File: src/sv/crrl_pkg.sv
// Shared types, constants and helpers of the congestion reaction rate limiter.
// Used by crrl_ctrl, crrl_datapath and the top level; depends on nothing.
package crrl_pkg;

  // Fixed widths of the rate and the registers.
  localparam int unsigned RateW = 32;
  localparam int unsigned StgW  = 8;

  // Credit refill scale (Q8) and timer enable.
  localparam logic [9:0] EXPIRE_SCALE_Q8 = 10'd256;
  localparam logic       USE_TIMER       = 1'b1;

  localparam logic [16:0] Q16_ONE = 17'h10000;

  // Reset values of the configuration registers.
  localparam logic [31:0] MAX_RATE_RST  = 32'd10000000;
  localparam logic [31:0] MIN_RATE_RST  = 32'd10000;
  localparam logic [23:0] BYTE_LIM_RST  = 24'd150000;
  localparam logic [15:0] GAIN_RST      = 16'd512;
  localparam logic [16:0] MIN_FACT_RST  = 17'd32768;
  localparam logic [23:0] ACT_INC_RST   = 24'd5000;
  localparam logic [23:0] HYP_INC_RST   = 24'd50000;
  localparam logic [7:0]  REC_THR_RST   = 8'd5;

  typedef enum logic [1:0] {
    OP_FEEDBACK = 2'd0,
    OP_XMIT     = 2'd1,
    OP_TIMER    = 2'd2,
    OP_NONE     = 2'd3
  } op_e;

  typedef enum logic [2:0] {
    CFG_MAX_RATE = 3'd0,
    CFG_MIN_RATE = 3'd1,
    CFG_BYTE_LIM = 3'd2,
    CFG_GAIN     = 3'd3,
    CFG_MIN_FACT = 3'd4,
    CFG_ACT_INC  = 3'd5,
    CFG_HYP_INC  = 3'd6,
    CFG_REC_THR  = 3'd7
  } cfg_idx_e;

  // Datapath steps sequenced by the controller.
  typedef enum logic [2:0] {
    STEP_NONE  = 3'd0,
    STEP_EVAL  = 3'd1,
    STEP_MID   = 3'd2,
    STEP_APPLY = 3'd3,
    STEP_FINAL = 3'd4
  } step_e;

  typedef struct packed {
    step_e step;
    logic  capture;
    logic  publish;
  } dp_cmd_t;

  function automatic logic [StgW-1:0] sat_inc8(input logic [StgW-1:0] v);
    return (v == '1) ? v : v + 8'd1;
  endfunction

endpackage

File: src/sv/crrl_ctrl.sv
// Controller of the congestion reaction rate limiter: sequences datapath steps
// and owns both channel handshakes. Depends on crrl_pkg.
module crrl_ctrl
  import crrl_pkg::*;
(
  input  logic    clk_i,
  input  logic    rst_ni,
  input  logic    in_valid_i,
  output logic    in_stall_o,
  output logic    out_valid_o,
  input  logic    out_stall_i,
  input  logic    proceed_i,
  output dp_cmd_t cmd_o
);

  typedef enum logic [2:0] {
    ST_IDLE,
    ST_EVAL,
    ST_MID,
    ST_APPLY,
    ST_FINAL,
    ST_PUB
  } state_e;

  state_e state_q;
  logic   out_valid_q;
  logic   slot_free;
  logic   accept_in;

  assign slot_free   = !out_valid_q || !out_stall_i;
  assign in_stall_o  = !((state_q == ST_IDLE) || ((state_q == ST_PUB) && slot_free));
  assign accept_in   = in_valid_i && !in_stall_o;
  assign out_valid_o = out_valid_q;

  always_comb begin
    cmd_o.capture = accept_in;
    cmd_o.publish = (state_q == ST_PUB) && slot_free;
    case (state_q)
      ST_EVAL:  cmd_o.step = STEP_EVAL;
      ST_MID:   cmd_o.step = STEP_MID;
      ST_APPLY: cmd_o.step = STEP_APPLY;
      ST_FINAL: cmd_o.step = STEP_FINAL;
      default:  cmd_o.step = STEP_NONE;
    endcase
  end

  always_ff @(posedge clk_i or negedge rst_ni) begin
    if (!rst_ni) begin
      state_q     <= ST_IDLE;
      out_valid_q <= 1'b0;
    end else begin
      // drop the result once taken; a new publish overrides
      if (out_valid_q && !out_stall_i) begin
        out_valid_q <= 1'b0;
      end
      case (state_q)
        ST_IDLE: begin
          if (accept_in) state_q <= ST_EVAL;
        end
        ST_EVAL: begin
          state_q <= proceed_i ? ST_MID : ST_PUB;
        end
        ST_MID:   state_q <= ST_APPLY;
        ST_APPLY: state_q <= ST_FINAL;
        ST_FINAL: state_q <= ST_PUB;
        ST_PUB: begin
          if (slot_free) begin
            out_valid_q <= 1'b1;
            state_q     <= accept_in ? ST_EVAL : ST_IDLE;
          end
        end
        default: state_q <= ST_IDLE;
      endcase
    end
  end

  a_short_path: assert property (@(posedge clk_i) disable iff (!rst_ni)
    (state_q == ST_EVAL) && !proceed_i |=> (state_q == ST_PUB))
    else $error("event without recovery work did not go to publish");

  a_publish_sets_valid: assert property (@(posedge clk_i) disable iff (!rst_ni)
    cmd_o.publish |=> out_valid_q)
    else $error("published result not presented");

  a_final_to_pub: assert property (@(posedge clk_i) disable iff (!rst_ni)
    (state_q == ST_FINAL) |=> (state_q == ST_PUB))
    else $error("final step not followed by publish");

  a_held_result_blocks: assert property (@(posedge clk_i) disable iff (!rst_ni)
    (state_q == ST_PUB) && out_valid_q && out_stall_i |=> (state_q == ST_PUB) && out_valid_q)
    else $error("pending result overwritten");

  a_no_capture_busy: assert property (@(posedge clk_i) disable iff (!rst_ni)
    (cmd_o.step != STEP_NONE) |-> !cmd_o.capture)
    else $error("input transfer while an event is in progress");

endmodule

File: src/sv/crrl_datapath.sv
// Datapath of the congestion reaction rate limiter: configuration registers,
// limiter state, decrease and recovery arithmetic, result register. Uses crrl_pkg.
module crrl_datapath
  import crrl_pkg::*;
(
  input  logic             clk_i,
  input  logic             rst_ni,
  input  logic             cfg_we_i,
  input  logic [2:0]       cfg_index_i,
  input  logic [31:0]      cfg_data_i,
  input  logic [1:0]       op_i,
  input  logic [5:0]       fb_i,
  input  logic signed [15:0] qoff_i,
  input  logic [13:0]      frame_bytes_i,
  input  dp_cmd_t          cmd_i,
  output logic             proceed_o,
  output logic [31:0]      current_rate_o,
  output logic [31:0]      target_rate_o,
  output logic             limiter_active_o,
  output logic             timer_start_o,
  output logic             timer_half_o,
  output logic             timer_stop_o
);

  // event
  op_e          op_q;
  logic [5:0]   fb_q;
  logic         qneg_q;
  logic [13:0]  fbytes_q;

  // configuration
  logic [31:0]  max_rate_q, min_rate_q;
  logic [23:0]  byte_lim_q, act_inc_q, hyp_inc_q;
  logic [15:0]  gain_q;
  logic [16:0]  min_fact_q;
  logic [7:0]   rec_thr_q;

  // limiter state
  logic             active_q, timer_run_q;
  logic [31:0]      rate_now_q, rate_goal_q, credit_q;
  logic [StgW-1:0]  byte_stg_q, timer_stg_q;

  // work registers
  logic [21:0]  cut_q;
  logic [16:0]  factor_q;
  logic [31:0]  prod_q, step_q;
  logic         div_q;
  logic         t_start_q, t_half_q, t_stop_q;

  // result register
  logic [31:0]  res_now_q, res_goal_q;
  logic         res_act_q, res_start_q, res_half_q, res_stop_q;

  logic [21:0]  cut_full;
  logic [21:0]  one_minus_cut;
  logic [16:0]  factor_raw, floor_f, factor_d;
  logic [33:0]  scaled;
  logic [31:0]  refill;
  logic [StgW-1:0] lo_stg, lo_minus;
  logic         any_over, both_over;
  logic [31:0]  hyp_step, step_d;
  logic [35:0]  ten_now;
  logic         div_d;
  logic [32:0]  goal_sum, avg_sum;
  logic [31:0]  goal_sat, avg_cap;
  logic [48:0]  prod_full;
  logic [31:0]  credit_left;
  logic         xmit_exhaust;

  // decrease factor: 1 - gain*fb, floored
  assign cut_full      = 22'(gain_q) * 22'(fb_q);
  assign one_minus_cut = 22'(22'h10000 - cut_q);
  assign factor_raw    = (cut_q >= 22'h10000) ? 17'd0 : one_minus_cut[16:0];
  assign floor_f       = (min_fact_q > Q16_ONE) ? Q16_ONE : min_fact_q;
  assign factor_d      = (factor_raw < floor_f) ? floor_f : factor_raw;
  assign prod_full     = 49'(rate_now_q) * 49'(factor_q);

  // byte credit
  assign credit_left  = credit_q - {18'd0, fbytes_q};
  assign xmit_exhaust = {18'd0, fbytes_q} > credit_q;
  assign scaled       = 34'(byte_lim_q) * 34'(EXPIRE_SCALE_Q8);
  assign refill       = (byte_stg_q < rec_thr_q) ? 32'(scaled >> 8) : 32'(scaled >> 9);

  // recovery target step
  assign lo_stg    = (byte_stg_q < timer_stg_q) ? byte_stg_q : timer_stg_q;
  assign lo_minus  = lo_stg - rec_thr_q;
  assign any_over  = (byte_stg_q > rec_thr_q) || (timer_stg_q > rec_thr_q);
  assign both_over = (byte_stg_q > rec_thr_q) && (timer_stg_q > rec_thr_q);
  assign hyp_step  = {8'd0, hyp_inc_q} * {24'd0, lo_minus};
  assign step_d    = both_over ? hyp_step : (any_over ? {8'd0, act_inc_q} : 32'd0);
  assign ten_now   = {1'b0, rate_now_q, 3'b000} + {3'b000, rate_now_q, 1'b0};
  assign div_d     = ((byte_stg_q == 8'd1) || (timer_stg_q == 8'd1)) &&
                     ({4'd0, rate_goal_q} > ten_now);

  assign goal_sum = {1'b0, rate_goal_q} + {1'b0, step_q};
  assign goal_sat = goal_sum[32] ? '1 : goal_sum[31:0];
  assign avg_sum  = {1'b0, rate_goal_q} + {1'b0, rate_now_q} + 33'd1;
  assign avg_cap  = (avg_sum[32:1] > max_rate_q) ? max_rate_q : avg_sum[32:1];

  always_comb begin
    case (op_q)
      OP_FEEDBACK: proceed_o = (fb_q != 6'd0) && (active_q || qneg_q);
      OP_XMIT:     proceed_o = (rate_now_q != max_rate_q) && xmit_exhaust;
      OP_TIMER:    proceed_o = active_q;
      default:     proceed_o = 1'b0;
    endcase
  end

  always_ff @(posedge clk_i or negedge rst_ni) begin
    if (!rst_ni) begin
      op_q        <= OP_NONE;
      fb_q        <= '0;
      qneg_q      <= 1'b0;
      fbytes_q    <= '0;
      max_rate_q  <= MAX_RATE_RST;
      min_rate_q  <= MIN_RATE_RST;
      byte_lim_q  <= BYTE_LIM_RST;
      gain_q      <= GAIN_RST;
      min_fact_q  <= MIN_FACT_RST;
      act_inc_q   <= ACT_INC_RST;
      hyp_inc_q   <= HYP_INC_RST;
      rec_thr_q   <= REC_THR_RST;
      active_q    <= 1'b0;
      timer_run_q <= 1'b0;
      rate_now_q  <= MAX_RATE_RST;
      rate_goal_q <= MAX_RATE_RST;
      credit_q    <= {8'd0, BYTE_LIM_RST};
      byte_stg_q  <= '0;
      timer_stg_q <= '0;
      cut_q       <= '0;
      factor_q    <= '0;
      prod_q      <= '0;
      step_q      <= '0;
      div_q       <= 1'b0;
      t_start_q   <= 1'b0;
      t_half_q    <= 1'b0;
      t_stop_q    <= 1'b0;
      res_now_q   <= '0;
      res_goal_q  <= '0;
      res_act_q   <= 1'b0;
      res_start_q <= 1'b0;
      res_half_q  <= 1'b0;
      res_stop_q  <= 1'b0;
    end else begin
      if (cfg_we_i) begin
        case (cfg_idx_e'(cfg_index_i))
          CFG_MAX_RATE: max_rate_q <= cfg_data_i;
          CFG_MIN_RATE: min_rate_q <= cfg_data_i;
          CFG_BYTE_LIM: byte_lim_q <= cfg_data_i[23:0];
          CFG_GAIN:     gain_q     <= cfg_data_i[15:0];
          CFG_MIN_FACT: min_fact_q <= cfg_data_i[16:0];
          CFG_ACT_INC:  act_inc_q  <= cfg_data_i[23:0];
          CFG_HYP_INC:  hyp_inc_q  <= cfg_data_i[23:0];
          CFG_REC_THR:  rec_thr_q  <= cfg_data_i[7:0];
          default: ;
        endcase
      end

      if (cmd_i.publish) begin
        res_now_q   <= rate_now_q;
        res_goal_q  <= rate_goal_q;
        res_act_q   <= active_q;
        res_start_q <= t_start_q;
        res_half_q  <= t_half_q;
        res_stop_q  <= t_stop_q;
      end

      if (cmd_i.capture) begin
        op_q      <= op_e'(op_i);
        fb_q      <= fb_i;
        qneg_q    <= qoff_i[15];
        fbytes_q  <= frame_bytes_i;
        t_start_q <= 1'b0;
        t_half_q  <= 1'b0;
        t_stop_q  <= 1'b0;
      end

      case (cmd_i.step)
        STEP_EVAL: begin
          cut_q <= cut_full;
          case (op_q)
            OP_FEEDBACK: begin
              if (!active_q && (fb_q != 6'd0) && qneg_q) begin
                active_q    <= 1'b1;
                rate_now_q  <= max_rate_q;
                rate_goal_q <= max_rate_q;
                byte_stg_q  <= '0;
              end
            end
            OP_XMIT: begin
              if (rate_now_q == max_rate_q) begin
                // back at line rate: release the limiter
                active_q    <= 1'b0;
                rate_goal_q <= max_rate_q;
                credit_q    <= {8'd0, byte_lim_q};
                byte_stg_q  <= '0;
                t_stop_q    <= timer_run_q;
                timer_run_q <= 1'b0;
              end else if (xmit_exhaust) begin
                byte_stg_q <= sat_inc8(byte_stg_q);
              end else begin
                credit_q <= credit_left;
              end
            end
            OP_TIMER: begin
              if (active_q) begin
                timer_stg_q <= sat_inc8(timer_stg_q);
              end else begin
                timer_run_q <= 1'b0;
              end
            end
            default: ;
          endcase
        end
        STEP_MID: begin
          step_q <= step_d;
          div_q  <= div_d;
          case (op_q)
            OP_FEEDBACK: begin
              factor_q <= factor_d;
              if (byte_stg_q != '0) begin
                rate_goal_q <= rate_now_q;
                credit_q    <= {8'd0, byte_lim_q};
              end
              byte_stg_q  <= '0;
              timer_stg_q <= '0;
            end
            OP_XMIT: credit_q <= refill;
            default: ;
          endcase
        end
        STEP_APPLY: begin
          if (op_q == OP_FEEDBACK) begin
            prod_q <= prod_full[47:16];
          end else begin
            rate_goal_q <= div_q ? (rate_goal_q >> 3) : goal_sat;
          end
        end
        STEP_FINAL: begin
          if (op_q == OP_FEEDBACK) begin
            rate_now_q <= (prod_q < min_rate_q) ? min_rate_q : prod_q;
            if (USE_TIMER) begin
              t_start_q   <= 1'b1;
              timer_run_q <= 1'b1;
            end
          end else begin
            rate_now_q <= avg_cap;
            if (USE_TIMER && (op_q == OP_TIMER)) begin
              t_start_q   <= 1'b1;
              t_half_q    <= (timer_stg_q >= rec_thr_q);
              timer_run_q <= 1'b1;
            end
          end
        end
        default: ;
      endcase
    end
  end

  assign current_rate_o   = res_now_q;
  assign target_rate_o    = res_goal_q;
  assign limiter_active_o = res_act_q;
  assign timer_start_o    = res_start_q;
  assign timer_half_o     = res_half_q;
  assign timer_stop_o     = res_stop_q;

endmodule

File: src/sv/congestion_reaction_rate_limiter_unit.sv
// Top level of the congestion reaction rate limiter.
// Instantiates crrl_ctrl and crrl_datapath; uses crrl_pkg.

// Reaction-point rate limiter. Each input transfer is one event (feedback
// frame, transmitted frame, recovery timer expiry, op 3 ignored) and yields
// exactly one result transfer carrying the current and target rate in kbit/s,
// the engaged flag and the timer start/half/stop requests. A feedback frame
// that cuts the rate, and a transmit or timer event that runs a recovery step,
// pass through evaluate, factor/step, multiply or new target, floor or average
// and publish; all other events go from evaluate straight to publish. The
// multiply step uses the one 32x17 rate multiplier. The next input transfer
// can be taken in the publish cycle if no earlier result is left waiting.
// A finished result sits in an output register, so one more event is taken
// and worked while it waits; a second finished result holds until the first
// is taken. Configuration writes are single-cycle, index 0..7, and must
// happen only while no event is in progress.
module congestion_reaction_rate_limiter_unit
  import crrl_pkg::*;
(
  input  logic               clk_i,
  input  logic               rst_ni,
  // configuration
  input  logic               cfg_we_i,
  input  logic [2:0]         cfg_index_i,
  input  logic [31:0]        cfg_data_i,
  // event channel
  input  logic               in_valid_i,
  output logic               in_stall_o,
  input  logic [1:0]         op_i,
  input  logic [5:0]         fb_i,
  input  logic signed [15:0] qoff_i,
  input  logic [13:0]        frame_bytes_i,
  // result channel
  output logic               out_valid_o,
  input  logic               out_stall_i,
  output logic [31:0]        current_rate_o,
  output logic [31:0]        target_rate_o,
  output logic               limiter_active_o,
  output logic               timer_start_o,
  output logic               timer_half_o,
  output logic               timer_stop_o
);

  dp_cmd_t dp_cmd;
  logic    dp_proceed;

  // Sequencer: owns both handshakes and advances the datapath step by step.
  crrl_ctrl u_ctrl (
    .clk_i       (clk_i),
    .rst_ni      (rst_ni),
    .in_valid_i  (in_valid_i),
    .in_stall_o  (in_stall_o),
    .out_valid_o (out_valid_o),
    .out_stall_i (out_stall_i),
    .proceed_i   (dp_proceed),
    .cmd_o       (dp_cmd)
  );

  // Arithmetic, limiter state, registers and the result register.
  crrl_datapath u_dp (
    .clk_i            (clk_i),
    .rst_ni           (rst_ni),
    .cfg_we_i         (cfg_we_i),
    .cfg_index_i      (cfg_index_i),
    .cfg_data_i       (cfg_data_i),
    .op_i             (op_i),
    .fb_i             (fb_i),
    .qoff_i           (qoff_i),
    .frame_bytes_i    (frame_bytes_i),
    .cmd_i            (dp_cmd),
    .proceed_o        (dp_proceed),
    .current_rate_o   (current_rate_o),
    .target_rate_o    (target_rate_o),
    .limiter_active_o (limiter_active_o),
    .timer_start_o    (timer_start_o),
    .timer_half_o     (timer_half_o),
    .timer_stop_o     (timer_stop_o)
  );

endmodule
File: config.mk
export PLATFORM = sky130hd
export DESIGN_NAME = congestion_reaction_rate_limiter_unit
export DESIGN_NICKNAME = d
export VERILOG_FILES = /design/src/sv/crrl_pkg.sv /design/src/sv/crrl_ctrl.sv /design/src/sv/crrl_datapath.sv /design/src/sv/congestion_reaction_rate_limiter_unit.sv
export SDC_FILE = /design/constraint.sdc
export NUM_CORES = 2
export LEC_CHECK = 0
export ABC_AREA = 1
export BUFFER_PORTS_ARGS = -buffer_cell sky130_fd_sc_hd__buf_2
export CAP_MARGIN = 10
export CORE_MARGIN = 2
export CORE_UTILIZATION = 30
export DETAILED_ROUTE_END_ITERATION = 8
export PLACE_DENSITY_LB_ADDON = 0.12
export SYNTH_ARGS = -nofsm -noshare
export SYNTH_HDL_FRONTEND = slang
export SYNTH_SLANG_ARGS = --single-unit
File: constraint.sdc
create_clock -name clk_i -period 8.9 [get_ports clk_i]
set_input_delay 0 -clock clk_i [delete_from_list [all_inputs] [get_ports clk_i]]
set_output_delay 0 -clock clk_i [all_outputs]
set_load 0.02 [all_outputs]
== Yosys cells after proc, flatten, opt, wreduce, memory -nomap -nowiden ==
Cells that the tools add are included.

* Register bits after elaboration: 493
* Output and inout port bits: 70
* Word-level logic and storage cells: 220

* $add $sub $neg: 9
* $mul: 3
* Order comparisons: 12
* Eq/ne operators: 48
* Muxes and demuxes: 68
* Reductions and logical operators: 45

{| class="wikitable"
|+ Operators by type and width
! operator !! number
|-
| 32-bit two-way mux || 16
|-
| 32-bit case mux with 2 select lines || 4
|-
| 32-bit case mux with 3 select lines || 1
|-
| 8-bit two-way mux || 9
|-
| 32-bit by 32-bit adder with 33-bit output || 2
|-
| 17-bit two-way mux || 3
|-
| 32-bit by 17-bit multiplier with 48-bit output || 1
|-
| 24-bit two-way mux || 2
|-
| 8-bit case mux with 2 select lines || 3
|-
| 35-bit by 33-bit adder with 36-bit output || 1
|-
| 32-bit by 36-bit greater-than comparator with 1-bit output || 1
|-
| 33-bit by 1-bit adder with 33-bit output, second input constant || 1
|-
| 32-bit == test || 1
|-
| 14-bit by 32-bit greater-than comparator with 1-bit output || 1
|-
| 32-bit greater-than comparator || 1
|-
| 32-bit < comparator || 1
|-
| 24-bit by 8-bit multiplier with 32-bit output || 1
|-
| 32-bit inequality test || 1
|-
| 32-bit by 14-bit subtractor with 32-bit output || 1
|-
| 22-bit by 17-bit >= comparator with 1-bit output, second input constant || 1
|-
| 16-bit by 6-bit multiplier with 22-bit output || 1
|-
| 2-bit by 1-bit inequality test with 1-bit output, second input constant || 11
|-
| 2-bit AND reduction || 11
|-
| 3-bit == test, second input constant || 7
|-
| 40 further kinds || 103
|}

== Longest topological paths before layout ==
* Depth after elaboration: 9
* Depth in mapped cells: 45

== Cells and area by module ==
From an unflattened synthesis, not the netlist that was laid out.

* Cells, all modules: 8482
* Area, all modules: 60666.9 µm²

{| class="wikitable"
|+ Modules (own cells, without submodules)
! module !! instances !! cells each !! area an instance (µm²) !! sequential area each (µm²)
|-
| crrl_datapath || 1 || 8444 || 60397.9 || 12314.3
|-
| crrl_ctrl || 1 || 38 || 269.0 || 100.1
|}

== Worst setup path after synthesis ==
No wires, ideal clock.

* Path kind: register -> register
* Start: register u_dp.timer_stg_q[1]
* End: register u_dp.step_q[23]
* Library setup time: 0.116 ns
* Arrival time: 6.934 ns
* Required time: 8.784 ns
* Slack: 1.850 ns
* Cell stages (with the launch flop): 41
* Path buffers: 2
* Cells stage by stage: dfrtp_1 -> inv_1 -> ha_1 -> o21ai_0 -> nand2_1 -> nand3_1 -> nand2_1 -> nand4_1 -> o211ai_1 -> clkbuf_1 -> o21ai_0 -> ha_1 -> fa_1 -> o21ai_0 -> nand2_1 -> nand2_1 -> a21oi_1 -> or2_2 -> [5 not listed] -> fa_1 -> inv_1 -> fa_1 -> inv_1 -> fa_1 -> inv_1 -> ha_1 -> nand2_1 -> inv_1 -> a21boi_0 -> o21ai_0 -> nand2_1 -> nand2_1 -> nand2_1 -> a21o_1 -> nand3_1 -> nand2_1 -> nand2_1

* Cells in the longest elaborated chain, start to end: 5
* Elaborated cells on any way between the ends: 9
* Classes of those cells: 1 x add/sub; 1 x mul; 2 x order compare; 3 x mux; 2 x reduce/logical

{| class="wikitable"
|+ Ends and longest elaborated chain
! item !! line !! text
|-
| from (decl) || crrl_datapath.sv:41 || <nowiki>logic [StgW-1:0] byte_stg_q, timer_stg_q;</nowiki>
|-
| from (signal assigned) || crrl_datapath.sv:207 || <nowiki>timer_stg_q <= sat_inc8(timer_stg_q);</nowiki>
|-
| 8-bit < comparator || crrl_datapath.sv:85 || <nowiki>assign lo_stg = (byte_stg_q < timer_stg_q) ? byte_stg_q : timer_stg_q;</nowiki>
|-
| 8-bit two-way mux || crrl_datapath.sv:85 ||
|-
| 8-bit subtractor || crrl_datapath.sv:86 || <nowiki>assign lo_minus = lo_stg - rec_thr_q;</nowiki>
|-
| 24-bit by 8-bit multiplier with 32-bit output || crrl_datapath.sv:89 || <nowiki>assign hyp_step = {8'd0, hyp_inc_q} * {24'd0, lo_minus};</nowiki>
|-
| 32-bit two-way mux (*) || crrl_datapath.sv:90 || <nowiki>assign step_d = both_over ? hyp_step : (any_over ? {8'd0, act_inc_q} : 32'd0);</nowiki>
|-
| to (signal assigned) || crrl_datapath.sv:216 || <nowiki>step_q <= step_d;</nowiki>
|-
| to (decl) || crrl_datapath.sv:46 || <nowiki>logic [31:0] prod_q, step_q;</nowiki>
|}

Mark *: on every way between the ends. The rest lies on a longest branch, timed or not.
A chain may end at the register's enable or synchronous reset.

== Worst setup path in the final report ==
* Start: register u_dp.timer_stg_q[3]
* End: register u_dp.step_q[23]

The elaborated chain is that of the path after synthesis.

==> impl_metrics.csv <==
group,metric,value,unit
run_status,outcome,"finished clean",
floorplanning,coreArea,200100,sq um
synth,syn_area,60530,sq um
timing,max-slew-margin-rel,0.1558,
worst_setup_path,crit_fanout,12,
worst_setup_path,cpMaxStageDelayCell,"fa_1",
timing,finalHoldViolCount,0,
grt,grt_max_degree,135,
finish,fin_nets,9644,
routing,drc,0,
worst_setup_path,arrival,8.66,ns
synth,ys_seq_area_frac,0.2051,
routing,drt_iter0_markers,3657,
synth,syn_area_per_cell,7.177,sq um
finish,fin_area,66900,sq um
cts,cts_tree,"yes",
timing,max_freq,123.6,MHz
routing,drt-vias-per-instance,4.856,
cts,cts.sinks,493,
cts,cts_max_level,3,
synth,syn-num-nets,9605,
synth,ys_ff_latch,493,
worst_setup_path,critPathKind,"flip-flop to flip-flop",
finish,fillers,21780,
cts,cts_buffers,66,
cts,clock_latency,0.69,ns
synth,synthArstFlopShare,1.000,
synth,yosysUniqueCellTypes,61,
cts,clk_path_buf_depth,3,
timing,period_share,0.9090,
grt,grt_antenna_before_repair,19,
placed_design,dpl.hpwl,175900,microns
worst_setup_path,endpoint_kind,"flip-flop",
routing,wire_per_inst,19.83,microns
cts,clockRootBuffer,"clkbuf_16",
placed_design,portBuffers,132,
synth,yosysWarnings,0,
floorplanning,ios,148,
grt,grt_usage,0.2165,
floorplanning,dieArea,205400,sq um
floorplanning,rows,164,
synth,synth_cells,8434,
worst_setup_path,cpPeakStageDelay,0.55,ns
timing,rsz0062_at_grt,"false",
floorplanning,die_w,453.2,microns
timing,setup_viol,0,
routing,postRouteAntennaNets,0,
cts,clkTransAtPathRegs,0.06,ns
grt,overflow,0,
timing,worstMarginPinSlew,1.266,ns
grt,grt_pass1_wl,341000,microns
routing,routed_wl,221800,microns
timing,slew_violations,0,
synth,ys.flop_type,"dfrtp_1",
timing,fin_tns_setup,0,ns
job,maxCapViolCount,0,
hold_path,hold_path_class,"input port to flip-flop",
worst_setup_path,crit_top_cell,"nand2_1",
synth,synth_edf_count,0,
timing,finClkSkew,0.04157,ns
routing,vias,54330,
finish,syn_to_final_growth,10.52,%
floorplanning,initial_core_util,0.3025,
worst_setup_path,crit_required,9.47,ns
routing,dr.pass1.iters,6,
finish,final_layout_size_suffix_gt1_frac,0.05852,
placed_design,placed_area,63940,sq um
placed_design,routabilityCongestion,0.9276,
timing,min_period,8.090,ns
grt,first_global_vias,54330,
worst_setup_path,start_kind,"flip-flop",
floorplanning,die_h,453.2,microns
-- worst paths after layout --
path,startpoint,end,slack (ns),depth (start not counted)
worst min register to register,u_dp.credit_q[11],u_dp.credit_q[11],0.47,2
worst max-delay path,u_dp.timer_stg_q[3],u_dp.step_q[23],0.81,38
worst max register to register,u_dp.timer_stg_q[3],u_dp.step_q[23],0.81,38
max in group asynchronous,rst_ni,u_dp.current_rate_o[20],6.47,5
min in group asynchronous,rst_ni,u_dp.cut_q[19],0.49,3
worst min-delay path,cfg_data_i[18],u_dp.hyp_inc_q[18],0.02,3
-- flip-flops by register name (all words and copies together), names as in the netlist, 32 cells and up --
register / cells
u_dp.credit_q: 32
u_dp.current_rate_o: 32
u_dp.max_rate_q: 32
u_dp.min_rate_q: 32
u_dp.prod_q: 32
u_dp.rate_goal_q: 32
u_dp.rate_now_q: 32
u_dp.step_q: 32
u_dp.target_rate_o: 32
-- worst max-delay path, delay by kind of cell (launching register included) --
family	cells	cell delay (ns)
AO/OA/AOI/OAI	8	1.58
adder cells (fa/ha/maj)	8	3.44
buffers and inverters	7	0.74
AND/OR/NAND/NOR	15	1.78
flip-flops	1	0.42
-- synthesized netlist by cell type (30+ instances only) --
cell type	number	area (sq um)
fa_1	640	12810
o22ai_1	30	187.7
buf_2	60	300.3
nor2_1	650	2440
inv_1	1532	5751
nand2_1	2397	8997
nand3_1	426	2132
o21ai_0	444	2222
ha_1	453	5668
dfstp_2	62	1629
nor3_1	63	315.3
a21oi_1	466	2332
clkbuf_1	203	762.0
xnor2_1	52	455.4
dfrtp_1	431	10790
xor2_1	79	691.9
buf_1	41	153.9
nand4_1	65	406.6
-- cells by family after synthesis --
group / after synthesis / synth area share
AO/OA/AOI/OAI: 1126 / 0.1014
multiplexers: 10 / 0.001860
AND/OR/NAND/NOR: 3709 / 0.2488
adder cells (fa/ha/maj): 1093 / 0.3053
flip-flops: 493 / 0.2051
XOR/XNOR: 131 / 0.01896
buffers and inverters: 1872 / 0.1185
-- repair_timing --
item,in CTS,in global routing
endpoints found under the hold margin,186,0
gates resized for setup,0,0
hold buffers,63,0
buffers inserted,0,2
endpoints found under the setup margin,0,6
-- per-layer routing --
layer	up-vias	part of all wire	track usage
met5	-	0.00013	0
met3	162	0.042	0.02179
met1	26860	0.48	0.3106
met2	1124	0.47	0.3550
met4	6	0.016	0.03672
li1	26180	-	-
-- per-stage QoR --
stage               instances  worst slack, ns  hold WS [ns]    util
floorplan                8434            1.850       -0.2956       -
global placement        11000           0.5722        0.1376  0.3196
detailed placement      11000           0.5388        0.1381  0.3196
CTS                     11180           0.4971      0.004597  0.3342
global route            11190          0.09394       0.03177  0.3343
finish                  11190           0.8100       0.01909  0.3344
-- layout by cell type (no fill, tap or decap), types with 23 or more instances in the layout --
| cell | count |
|---|---|
| a21o_1 | 25 |
| a21oi_1 | 466 |
| buf_2 | 131 |
| buf_4 | 93 |
| clkbuf_16 | 66 |
| dfrtp_1 | 426 |
| dfstp_2 | 62 |
| dlygate4sd3_1 | 63 |
| fa_1 | 640 |
| ha_1 | 453 |
| inv_1 | 1532 |
| nand2_1 | 2394 |
| nand3_1 | 426 |
| nand3b_1 | 24 |
| nand4_1 | 65 |
| nor2_1 | 648 |
| nor3_1 | 62 |
| o211ai_1 | 27 |
| o21a_1 | 23 |
| o21ai_0 | 444 |
| o22ai_1 | 30 |
| xnor2_1 | 52 |
| xor2_1 | 78 |
-- final cells by class --
class	count	area (sq um)	share of cell area
multi-input cells	6069	40970	0.6125
flip-flops and latches	493	12420	0.1857
inverters	1553	5832	0.08718
well taps	2656	3323	0.04968
repair buffers	290	2039	0.03049
clock buffers	90	1872	0.02798
clock inverters	32	422.9	0.006322
diodes	5	12.51	0.0001870
Power is not shown: default switching activity piles up to over one toggle a cycle in this logic, so the estimate is an artifact.
